**src/rtl/pdip_pkg.sv**
```systemverilog
// Package for the passive device ID probe: codes, beat types and the type table.
package pdip_pkg;

	// Device type codes.
	localparam logic [3:0] TYPE_NONE       = 4'd0;
	localparam logic [3:0] TYPE_TOUCH      = 4'd1;
	localparam logic [3:0] TYPE_TPOINT     = 4'd2;
	localparam logic [3:0] TYPE_THREE_PART = 4'd3;
	localparam logic [3:0] TYPE_EXPLODE    = 4'd4;
	localparam logic [3:0] TYPE_SERIAL     = 4'd14;

	// ID1 group codes.
	localparam logic [1:0] GROUP_GND       = 2'd0;
	localparam logic [1:0] GROUP_VCC       = 2'd1;
	localparam logic [1:0] GROUP_PULL_DOWN = 2'd2;
	localparam logic [1:0] GROUP_OPEN      = 2'd3;

	// Pin drive codes, shared by ID1 and ID2.
	localparam logic [1:0] DRV_RELEASE = 2'd0;
	localparam logic [1:0] DRV_LOW     = 2'd1;
	localparam logic [1:0] DRV_HIGH    = 2'd2;

	// Input action codes.
	localparam logic ACT_TICK    = 1'b0;
	localparam logic ACT_REMOVED = 1'b1;

	// Configuration.
	localparam int          CFG_ADDR_W        = 2;
	localparam logic [7:0]  DEFAULT_THRESHOLD = 8'd20;
	localparam logic [7:0]  COUNT_MAX         = 8'd255;

	// Probe program steps.
	typedef enum logic [3:0] {
		STEP_START      = 4'd0,
		STEP_SAMPLE_ID2 = 4'd1,
		STEP_CHECK_ID2  = 4'd2,
		STEP_TOUCH_WAIT = 4'd3,
		STEP_CHECK_ID1  = 4'd4,
		STEP_RELEASED   = 4'd5,
		STEP_ID2_HIGH   = 4'd6,
		STEP_SAMPLE_ID1 = 4'd7,
		STEP_EDGE_ID1   = 4'd8,
		STEP_RX_CHECK   = 4'd9,
		STEP_RX_LOW     = 4'd10,
		STEP_FINAL      = 4'd11
	} step_t;

	// Maps an ID1 group (GND, VCC, pull-down) and an ID2 response to a type.
	function automatic logic [3:0] type_lookup(input logic [1:0] grp, input logic [1:0] resp);
		logic [3:0] base;
		unique case (grp)
			GROUP_GND:       base = 4'd5;
			GROUP_VCC:       base = 4'd8;
			GROUP_PULL_DOWN: base = 4'd11;
			default:         base = 4'd0;
		endcase
		return base + {2'b00, resp};
	endfunction

endpackage

```
**src/rtl/pdip_if.sv**
```systemverilog
// Stream interfaces for the probe's input and result channels.
interface pdip_in_if;
	logic valid;
	logic ready;
	logic action;
	logic id1_level;
	logic id2_level;
	logic rx_level;

	modport source (output valid, action, id1_level, id2_level, rx_level, input ready);
	modport sink   (input valid, action, id1_level, id2_level, rx_level, output ready);
endinterface

interface pdip_out_if;
	logic       valid;
	logic       ready;
	logic [1:0] id1_drive;
	logic       buffer_high;
	logic [1:0] id2_drive;
	logic       rx_drive_low;
	logic [3:0] candidate_type;
	logic [3:0] connected_type;
	logic       affirmed;
	logic       connected_changed;
	logic       serial_mode;

	modport source (output valid, id1_drive, buffer_high, id2_drive, rx_drive_low,
		candidate_type, connected_type, affirmed, connected_changed, serial_mode,
		input ready);
	modport sink (input valid, id1_drive, buffer_high, id2_drive, rx_drive_low,
		candidate_type, connected_type, affirmed, connected_changed, serial_mode,
		output ready);
endinterface

```
**src/rtl/passive_device_id_probe_unit.sv**
```systemverilog
// Top level of the passive device ID probe sequencer for one accessory port.
//
// Channel   Dir  Beat contents
// in_ch     in   action, id1_level, id2_level, rx_level
// out_ch    out  pin drives, candidate/connected type, status flags
// apb       in   match_threshold at byte address 0
//
// Each input beat is folded into the probe state in the cycle it is accepted,
// and its result beat sits in the output register from the next cycle on, so
// one beat is taken every clock. The only limit is the single output register:
// a new beat is taken whenever that register is empty or is drained in the
// same cycle. Reset (arst_n low) restarts the probe pass, clears all types and
// counts, and loads the default threshold of 20.
module passive_device_id_probe_unit (
	input  logic                            clk,
	input  logic                            arst_n,
	pdip_in_if.sink                         in_ch,
	pdip_out_if.source                      out_ch,
	input  logic                            psel,
	input  logic                            penable,
	input  logic                            pwrite,
	input  logic [pdip_pkg::CFG_ADDR_W-1:0] paddr,
	input  logic [31:0]                     pwdata,
	output logic [31:0]                     prdata,
	output logic                            pready
);

	// Configuration register. There is one register, at byte address zero.
	logic [7:0] threshold_q;

	assign pready = 1'b1;
	assign prdata = {24'd0, threshold_q};

	always_ff @(posedge clk or negedge arst_n) begin
		if (!arst_n) begin
			threshold_q <= pdip_pkg::DEFAULT_THRESHOLD;
		end else if (psel && penable && pwrite && (paddr == '0)) begin
			threshold_q <= pwdata[7:0];
		end
	end

	// Probe state.
	pdip_pkg::step_t step_q, step_d;
	logic [1:0] group_q, group_d;
	logic       first_q, first_d;
	logic [3:0] pass_q, pass_d;
	logic [3:0] prev_q, prev_d;
	logic [7:0] count_q, count_d;
	logic [3:0] acc_q, acc_d;
	logic [3:0] rep_q, rep_d;
	logic [1:0] drv_id1_q, drv_id1_d;
	logic       drv_buf_q, drv_buf_d;
	logic [1:0] drv_id2_q, drv_id2_d;
	logic       drv_rx_q, drv_rx_d;
	logic       changed;

	logic out_valid_q;
	logic accept;
	logic advance;
	logic i1, i2, rx;

	assign in_ch.ready = !out_valid_q || out_ch.ready;
	assign accept      = in_ch.valid && in_ch.ready;
	// The probe program moves only on a tick while no serial device is attached.
	assign advance     = accept && (in_ch.action == pdip_pkg::ACT_TICK) &&
		(acc_q != pdip_pkg::TYPE_SERIAL);
	assign i1 = in_ch.id1_level;
	assign i2 = in_ch.id2_level;
	assign rx = in_ch.rx_level;

	// Next probe step.
	always_comb begin
		step_d = step_q;
		if (advance) begin
			unique case (step_q)
				pdip_pkg::STEP_START:      step_d = pdip_pkg::STEP_SAMPLE_ID2;
				pdip_pkg::STEP_SAMPLE_ID2: step_d = pdip_pkg::STEP_CHECK_ID2;
				pdip_pkg::STEP_CHECK_ID2: begin
					if (first_q && !i2)
						step_d = pdip_pkg::STEP_TOUCH_WAIT;
					else if (!first_q && i2)
						step_d = pdip_pkg::STEP_FINAL;
					else
						step_d = pdip_pkg::STEP_CHECK_ID1;
				end
				pdip_pkg::STEP_TOUCH_WAIT: step_d = pdip_pkg::STEP_FINAL;
				pdip_pkg::STEP_CHECK_ID1: begin
					if (first_q == i1)
						step_d = pdip_pkg::STEP_ID2_HIGH;
					else
						step_d = pdip_pkg::STEP_RELEASED;
				end
				pdip_pkg::STEP_RELEASED:   step_d = pdip_pkg::STEP_ID2_HIGH;
				pdip_pkg::STEP_ID2_HIGH:   step_d = pdip_pkg::STEP_SAMPLE_ID1;
				pdip_pkg::STEP_SAMPLE_ID1: step_d = pdip_pkg::STEP_EDGE_ID1;
				pdip_pkg::STEP_EDGE_ID1: begin
					if (first_q != i1)
						step_d = pdip_pkg::STEP_FINAL;
					else
						step_d = pdip_pkg::STEP_RX_CHECK;
				end
				pdip_pkg::STEP_RX_CHECK: begin
					if (rx)
						step_d = pdip_pkg::STEP_RX_LOW;
					else
						step_d = pdip_pkg::STEP_FINAL;
				end
				pdip_pkg::STEP_RX_LOW:     step_d = pdip_pkg::STEP_FINAL;
				pdip_pkg::STEP_FINAL:      step_d = pdip_pkg::STEP_START;
				default:                   step_d = pdip_pkg::STEP_START;
			endcase
		end
	end

	// Pin drives, classification and debounce for the step being executed.
	always_comb begin
		group_d   = group_q;
		first_d   = first_q;
		pass_d    = pass_q;
		prev_d    = prev_q;
		count_d   = count_q;
		acc_d     = acc_q;
		rep_d     = rep_q;
		drv_id1_d = drv_id1_q;
		drv_buf_d = drv_buf_q;
		drv_id2_d = drv_id2_q;
		drv_rx_d  = drv_rx_q;

		if (advance) begin
			unique case (step_q)
				pdip_pkg::STEP_START: begin
					pass_d    = pdip_pkg::TYPE_NONE;
					group_d   = pdip_pkg::GROUP_OPEN;
					drv_id1_d = pdip_pkg::DRV_HIGH;
					drv_buf_d = 1'b0;
					drv_id2_d = pdip_pkg::DRV_RELEASE;
				end
				pdip_pkg::STEP_SAMPLE_ID2: begin
					first_d   = i2;
					drv_id1_d = pdip_pkg::DRV_LOW;
				end
				pdip_pkg::STEP_CHECK_ID2: begin
					if (first_q && !i2) begin
						pass_d    = pdip_pkg::TYPE_TOUCH;
						drv_buf_d = 1'b1;
						drv_id1_d = pdip_pkg::DRV_RELEASE;
					end else if (!first_q && i2) begin
						pass_d = pdip_pkg::TYPE_TPOINT;
					end else begin
						first_d   = i1;
						drv_id1_d = pdip_pkg::DRV_HIGH;
					end
				end
				pdip_pkg::STEP_TOUCH_WAIT: begin
				end
				pdip_pkg::STEP_CHECK_ID1: begin
					if (first_q && i1) begin
						group_d = pdip_pkg::GROUP_VCC;
					end else if (!first_q && !i1) begin
						group_d = pdip_pkg::GROUP_GND;
					end else begin
						drv_buf_d = 1'b1;
						drv_id1_d = pdip_pkg::DRV_RELEASE;
					end
				end
				pdip_pkg::STEP_RELEASED: begin
					group_d = i1 ? pdip_pkg::GROUP_OPEN : pdip_pkg::GROUP_PULL_DOWN;
				end
				pdip_pkg::STEP_ID2_HIGH: begin
					drv_buf_d = 1'b1;
					drv_id1_d = pdip_pkg::DRV_RELEASE;
					drv_id2_d = pdip_pkg::DRV_HIGH;
				end
				pdip_pkg::STEP_SAMPLE_ID1: begin
					first_d   = i1;
					drv_id2_d = pdip_pkg::DRV_LOW;
				end
				pdip_pkg::STEP_EDGE_ID1: begin
					if (first_q && !i1) begin
						// A falling ID1 only means three-part when ID1 floats.
						if (group_q == pdip_pkg::GROUP_OPEN)
							pass_d = pdip_pkg::TYPE_THREE_PART;
					end else if (!first_q && i1) begin
						pass_d = pdip_pkg::TYPE_EXPLODE;
					end else begin
						drv_id1_d = pdip_pkg::DRV_HIGH;
						drv_buf_d = 1'b0;
						drv_id2_d = pdip_pkg::DRV_HIGH;
					end
				end
				pdip_pkg::STEP_RX_CHECK: begin
					drv_rx_d = 1'b0;
					if (rx) begin
						drv_id2_d = pdip_pkg::DRV_LOW;
						drv_rx_d  = 1'b1;
					end else if (group_q == pdip_pkg::GROUP_OPEN) begin
						pass_d = pdip_pkg::TYPE_SERIAL;
					end else begin
						pass_d = pdip_pkg::type_lookup(group_q, pdip_pkg::GROUP_GND);
					end
				end
				pdip_pkg::STEP_RX_LOW: begin
					drv_rx_d = 1'b0;
					if (group_q != pdip_pkg::GROUP_OPEN)
						pass_d = pdip_pkg::type_lookup(group_q,
							rx ? pdip_pkg::GROUP_VCC : pdip_pkg::GROUP_PULL_DOWN);
				end
				pdip_pkg::STEP_FINAL: begin
					// End of pass: park the pins and debounce the pass result.
					drv_id2_d = pdip_pkg::DRV_RELEASE;
					drv_id1_d = pdip_pkg::DRV_HIGH;
					drv_buf_d = 1'b0;
					if (pass_q == prev_q) begin
						count_d = (count_q == pdip_pkg::COUNT_MAX) ? count_q :
							count_q + 8'd1;
						if (count_d >= threshold_q)
							acc_d = pass_q;
					end else begin
						count_d = 8'd0;
					end
					prev_d = pass_q;
				end
				default: begin
				end
			endcase
		end

		// Removal clears the accepted type but leaves the reported one alone;
		// a tick reports whatever is accepted after it.
		if (accept && (in_ch.action == pdip_pkg::ACT_REMOVED))
			acc_d = pdip_pkg::TYPE_NONE;
		changed = (acc_d != rep_q);
		if (accept && (in_ch.action == pdip_pkg::ACT_TICK))
			rep_d = acc_d;
	end

	always_ff @(posedge clk or negedge arst_n) begin
		if (!arst_n) begin
			step_q    <= pdip_pkg::STEP_START;
			group_q   <= pdip_pkg::GROUP_OPEN;
			first_q   <= 1'b0;
			pass_q    <= pdip_pkg::TYPE_NONE;
			prev_q    <= pdip_pkg::TYPE_NONE;
			count_q   <= 8'd0;
			acc_q     <= pdip_pkg::TYPE_NONE;
			rep_q     <= pdip_pkg::TYPE_NONE;
			drv_id1_q <= pdip_pkg::DRV_RELEASE;
			drv_buf_q <= 1'b1;
			drv_id2_q <= pdip_pkg::DRV_RELEASE;
			drv_rx_q  <= 1'b0;
		end else begin
			step_q    <= step_d;
			group_q   <= group_d;
			first_q   <= first_d;
			pass_q    <= pass_d;
			prev_q    <= prev_d;
			count_q   <= count_d;
			acc_q     <= acc_d;
			rep_q     <= rep_d;
			drv_id1_q <= drv_id1_d;
			drv_buf_q <= drv_buf_d;
			drv_id2_q <= drv_id2_d;
			drv_rx_q  <= drv_rx_d;
		end
	end

	// Result register: loaded with the post-beat state on every accepted beat.
	logic [1:0] res_id1_q;
	logic       res_buf_q;
	logic [1:0] res_id2_q;
	logic       res_rx_q;
	logic [3:0] res_cand_q;
	logic [3:0] res_conn_q;
	logic       res_aff_q;
	logic       res_chg_q;
	logic       res_ser_q;

	always_ff @(posedge clk or negedge arst_n) begin
		if (!arst_n) begin
			out_valid_q <= 1'b0;
		end else if (accept) begin
			out_valid_q <= 1'b1;
		end else if (out_ch.ready) begin
			out_valid_q <= 1'b0;
		end
	end

	always_ff @(posedge clk) begin
		if (accept) begin
			res_id1_q  <= drv_id1_d;
			res_buf_q  <= drv_buf_d;
			res_id2_q  <= drv_id2_d;
			res_rx_q   <= drv_rx_d;
			res_cand_q <= prev_d;
			res_conn_q <= acc_d;
			res_aff_q  <= (count_d >= threshold_q);
			res_chg_q  <= changed;
			res_ser_q  <= (acc_d == pdip_pkg::TYPE_SERIAL);
		end
	end

	assign out_ch.valid             = out_valid_q;
	assign out_ch.id1_drive         = res_id1_q;
	assign out_ch.buffer_high       = res_buf_q;
	assign out_ch.id2_drive         = res_id2_q;
	assign out_ch.rx_drive_low      = res_rx_q;
	assign out_ch.candidate_type    = res_cand_q;
	assign out_ch.connected_type    = res_conn_q;
	assign out_ch.affirmed          = res_aff_q;
	assign out_ch.connected_changed = res_chg_q;
	assign out_ch.serial_mode       = res_ser_q;

endmodule
```
**src/flat_wrapper.sv**
```systemverilog
// flat-port wrapper written by rule: the top's interface ports become plain ports
module passive_device_id_probe_unit_flat 
  (clk, arst_n, psel, penable, pwrite, paddr, pwdata, prdata, pready, in_ch_valid, in_ch_action, in_ch_id1_level, in_ch_id2_level, in_ch_rx_level, in_ch_ready, out_ch_valid, out_ch_id1_drive, out_ch_buffer_high, out_ch_id2_drive, out_ch_rx_drive_low, out_ch_candidate_type, out_ch_connected_type, out_ch_affirmed, out_ch_connected_changed, out_ch_serial_mode, out_ch_ready);
  pdip_in_if in_ch_i ();
  pdip_out_if out_ch_i ();
  input  logic clk;
  input  logic arst_n;
  input  logic psel;
  input  logic penable;
  input  logic pwrite;
  input  logic [pdip_pkg::CFG_ADDR_W-1:0] paddr;
  input  logic [31:0] pwdata;
  output logic [31:0] prdata;
  output logic pready;
  input wire logic [$bits(in_ch_i.valid)-1:0] in_ch_valid;
  input wire logic [$bits(in_ch_i.action)-1:0] in_ch_action;
  input wire logic [$bits(in_ch_i.id1_level)-1:0] in_ch_id1_level;
  input wire logic [$bits(in_ch_i.id2_level)-1:0] in_ch_id2_level;
  input wire logic [$bits(in_ch_i.rx_level)-1:0] in_ch_rx_level;
  output wire logic [$bits(in_ch_i.ready)-1:0] in_ch_ready;
  output wire logic [$bits(out_ch_i.valid)-1:0] out_ch_valid;
  output wire logic [$bits(out_ch_i.id1_drive)-1:0] out_ch_id1_drive;
  output wire logic [$bits(out_ch_i.buffer_high)-1:0] out_ch_buffer_high;
  output wire logic [$bits(out_ch_i.id2_drive)-1:0] out_ch_id2_drive;
  output wire logic [$bits(out_ch_i.rx_drive_low)-1:0] out_ch_rx_drive_low;
  output wire logic [$bits(out_ch_i.candidate_type)-1:0] out_ch_candidate_type;
  output wire logic [$bits(out_ch_i.connected_type)-1:0] out_ch_connected_type;
  output wire logic [$bits(out_ch_i.affirmed)-1:0] out_ch_affirmed;
  output wire logic [$bits(out_ch_i.connected_changed)-1:0] out_ch_connected_changed;
  output wire logic [$bits(out_ch_i.serial_mode)-1:0] out_ch_serial_mode;
  input wire logic [$bits(out_ch_i.ready)-1:0] out_ch_ready;
  assign in_ch_i.valid = in_ch_valid;
  assign in_ch_i.action = in_ch_action;
  assign in_ch_i.id1_level = in_ch_id1_level;
  assign in_ch_i.id2_level = in_ch_id2_level;
  assign in_ch_i.rx_level = in_ch_rx_level;
  assign in_ch_ready = in_ch_i.ready;
  assign out_ch_valid = out_ch_i.valid;
  assign out_ch_id1_drive = out_ch_i.id1_drive;
  assign out_ch_buffer_high = out_ch_i.buffer_high;
  assign out_ch_id2_drive = out_ch_i.id2_drive;
  assign out_ch_rx_drive_low = out_ch_i.rx_drive_low;
  assign out_ch_candidate_type = out_ch_i.candidate_type;
  assign out_ch_connected_type = out_ch_i.connected_type;
  assign out_ch_affirmed = out_ch_i.affirmed;
  assign out_ch_connected_changed = out_ch_i.connected_changed;
  assign out_ch_serial_mode = out_ch_i.serial_mode;
  assign out_ch_i.ready = out_ch_ready;
  passive_device_id_probe_unit u_core (.clk(clk), .arst_n(arst_n), .in_ch(in_ch_i), .out_ch(out_ch_i), .psel(psel), .penable(penable), .pwrite(pwrite), .paddr(paddr), .pwdata(pwdata), .prdata(prdata), .pready(pready));
endmodule
```
**config.mk**
```make
export PLATFORM = sky130hd
export DESIGN_NAME = passive_device_id_probe_unit_flat
export DESIGN_NICKNAME = d
export VERILOG_FILES = /design/src/rtl/pdip_pkg.sv /design/src/rtl/pdip_if.sv /design/src/rtl/passive_device_id_probe_unit.sv /design/src/flat_wrapper.sv
export SDC_FILE = /design/constraint.sdc
export NUM_CORES = 1
export LEC_CHECK = 0
export ABC_AREA = 1
export CAP_MARGIN = 0
export CORE_MARGIN = 2
export CORE_UTILIZATION = 45
export DETAILED_ROUTE_END_ITERATION = 8
export DONT_BUFFER_PORTS = 1
export PLACE_DENSITY_LB_ADDON = 0.15
export SKIP_LAST_GASP = 1
export SYNTH_ARGS = -nofsm -noshare
export SYNTH_HDL_FRONTEND = slang
export SYNTH_SLANG_ARGS = --single-unit
```
**constraint.sdc**
```tcl
create_clock -name clk -period 3 [get_ports clk]
set_clock_uncertainty 0.15 [all_clocks]
set_input_delay 0.45 -clock clk [delete_from_list [all_inputs] [get_ports clk]]
set_output_delay 0.45 -clock clk [all_outputs]
set_load 0.005 [all_outputs]
```
==> reports/results.ini <==
[worst_setup_path]
worstSetupEndpoint=u_core.out_ch.connected_changed
start_kind=register
path_delay_family=simple AND/OR/NAND/NOR gates
reg2reg_from=u_core.count_q[1]
critPathRequiredTime_ns=2.95
startpoint=u_core.count_q[1]
crit_arrival_ns=2.87
crit_top_cell=nand2_2
reg2reg_setup_slack_ns=0.08
r2r-end=u_core.out_ch.connected_changed
worstPathCellList=ha_2 -> nand2_2 -> inv_2 -> nand3_4 -> inv_4 -> nor3_4 -> a21oi_2 -> ha_1 -> nand2_2 -> nor2_1 -> nor2_1 -> nand2_1 -> nand2_2 -> nand2_4 -> nand2_8 -> nand2_4 -> nand3_2 -> nand2_2 -> nand2_1 -> nor2_2 -> nand2_1
critPathBufInv=2
crit_path_end_kind=register
r2r_cells=21
critical_path_cell_count=21
crit_type=reg -> reg
critPathMaxStageDelay_ns=0.38
crit_path_top_delay_cell=dfrtp_1
worst-path-max-fanout=5

[hold_path]
min-delay-start=pwdata[4]
hp-class=in -> reg

[timing]
min_period_ns=2.92
hold_viol=0
drv_slew=0
fin_crit_sh_pct=97.3
rsz0062_at_grt=yes
fmax_ghz=0.343
slew-limit-headroom_pct=54.2
tightest_slew_ns=0.686
holdWs_ns=0.0983
setup_viol=0

[detailed_routing]
postRouteAntennaNets=0
via_per_inst=4.93
drt-initial-drc-count=116
first_pass_iters=4
drt_wl_total_microns=8430
vias=3033
drc=0
wl_per_cell_microns=13.7

[floorplan]
die-area_sq_um=9490
core_region_area_sq_um=8590
rows=34
die_w_microns=97.4
start_util_pct=45.7
dieHeight_microns=97.4
io_pins=97

[layout]
final_area_sq_um=4470
area_delta_synth_final_pct=13.7
drive_above_1_share_pct=18.5
diodes=0
final_common_cell=nand2_1
stdcell_count=615
nets=574
mostFrequentLayoutCells=nand2_1 (92), inv_1 (72), dfrtp_1 (41)
final_util_pct=52.0

[clock_network]
numCtsBuffers=9
clk_latency_ns=0.34
ctsLongestPathBuffers=2
cts_max_level=3
clock_sink_count=63
cts.clk_slew.worst_paths_ns=0.08
cts_root_buf=clkbuf_8
cts_tree=done

[power_and_ir_drop]
powerDensity_nw_per_um2=818
finalPower_mw=3.65
power.leakage_nw=2.18
irDropWorstVdd_uv=346

[logic_synthesis]
synth.distinct_cells=44
ys_seq_area_share_pct=42.5
synth-seq-cells=63
postSynthCellCount=476
async_reset_ff_share_pct=73.0
yosysWarnings=0
syn_area_per_cell_sq_um=8.25
synth-main-ff-cell=dfrtp_1
synth_enable_flop_cells=17
synth_area_sq_um=3930

[grt]
antenna_found_initial=0
grt_first_pass_wirelength_microns=14100
grt.total_usage_pct=18.6
grt_pass1_vias=2939
grt-ovfl-total=0
grt_max_degree=47

[placement]
placed_area_sq_um=4070
dp_hpwl_microns=6210
placed_cells=595
place.gp.congestion=0.840
portBuffers=0

[job]
drv_cap=0

[run_status]
status=complete, no violations

==> final cells by class <==
| type | instances | area (sq um) |
|---|---|---|
| fill | 795 | 4130 |
| multi-input combinational | 326 | 1990 |
| sequential | 63 | 1670 |
| inverter | 81 | 307 |
| timing repair buffer | 21 | 180 |
| tap | 108 | 135 |
| clock buffer | 10 | 128 |
| clock inverter | 6 | 61.3 |
==> metrics by stage <==
stage / setup TNS (ns) / setup slack, ns
after floorplan: 0 / 0.193
after global placement: -0.136 / -0.123
after detailed placement: -0.494 / -0.205
after CTS: 0 / 0.00809
after global routing: -0.114 / -0.111
final: 0 / 0.0806
==> sequential cells by signal, summed over array words and instances (netlist names), 2 cells and up <==
signal                        cells
u_core.rep_q                      4
u_core.out_ch.id2_drive           2
u_core.threshold_q                8
u_core.acc_q                      4
u_core.pass_q                     4
u_core.step_q                     4
u_core.group_q                    2
u_core.drv_id1_q                  2
u_core.out_ch.id1_drive           2
u_core.count_q                    8
u_core.drv_id2_q                  2
u_core.prev_q                     4
u_core.out_ch.candidate_type      4
u_core.out_ch.connected_type      4
==> repair_timing <==
action,in CTS,in global routing
endpoints found under the hold margin,46,0
setup buffers,0,2
resized for setup,5,32
pin swaps,2,17
hold buffers,2,0
endpoints found under the setup margin,6,11
==> where the power goes <==
group	internal, mW	switching (mW)
combinational	0.603	1.05
sequential	1.13	0.149
clock	0.381	0.335
==> layer usage <==
layer	GRT usage [%]	wire length [microns]
met1	24.7	3840
met2	30.1	4260
met3	3.60	220
met4	7.48	104
met5	0	0
==> how the worst min path moves through the flow <==
stage	end	depth (start not counted)	slack [ns]
after global routing	u_core.threshold_q[0]	1	0.09
after detailed placement	u_core.step_q[3]	0	0.006
after CTS	u_core.threshold_q[4]	2	0.08
after floorplan	u_core.acc_q[0]	0	0.004
after global placement	u_core.step_q[2]	0	0.006
final	u_core.threshold_q[4]	2	0.1
==> cells in the mapped netlist (2+ instances only) <==
library cell   n  area, sq um
nand2_1       98          368
inv_1         75          282
dfrtp_1       41         1030
nor2_1        39          146
o21ai_0       33          165
ha_1          27          338
buf_4         25          188
a21oi_1       21          105
edfxtp_1      17          510
nand4_1       12         75.1
o21ai_1        8         40.0
nand3_1        7         35.0
nand3_2        7         70.1
inv_2          6         22.5
nand2_2        6         37.5
dfstp_2        5          131
nor3_1         5         25.0
nor2_4         4         45.0
xor2_1         4         35.0
nor2_2         3         18.8
o211ai_1       3         22.5
o22ai_1        3         18.8
o31ai_1        3         22.5
a2111oi_0      2         17.5
clkbuf_1       2         7.51
conb_1         2         7.51
==> kinds of logic after synthesis <==
group,after synthesis,synth area share [%]
multiplexers,2,0.541
flip-flops,63,42.5
AND/OR/NAND/NOR,185,22.1
XOR/XNOR,5,1.11
AO/OA/AOI/OAI,82,11.9
other,2,0.191
buffers and inverters,110,13.1
adder cells (fa/ha/maj),27,8.60
Note: power is estimated with default switching activity, not from simulation.
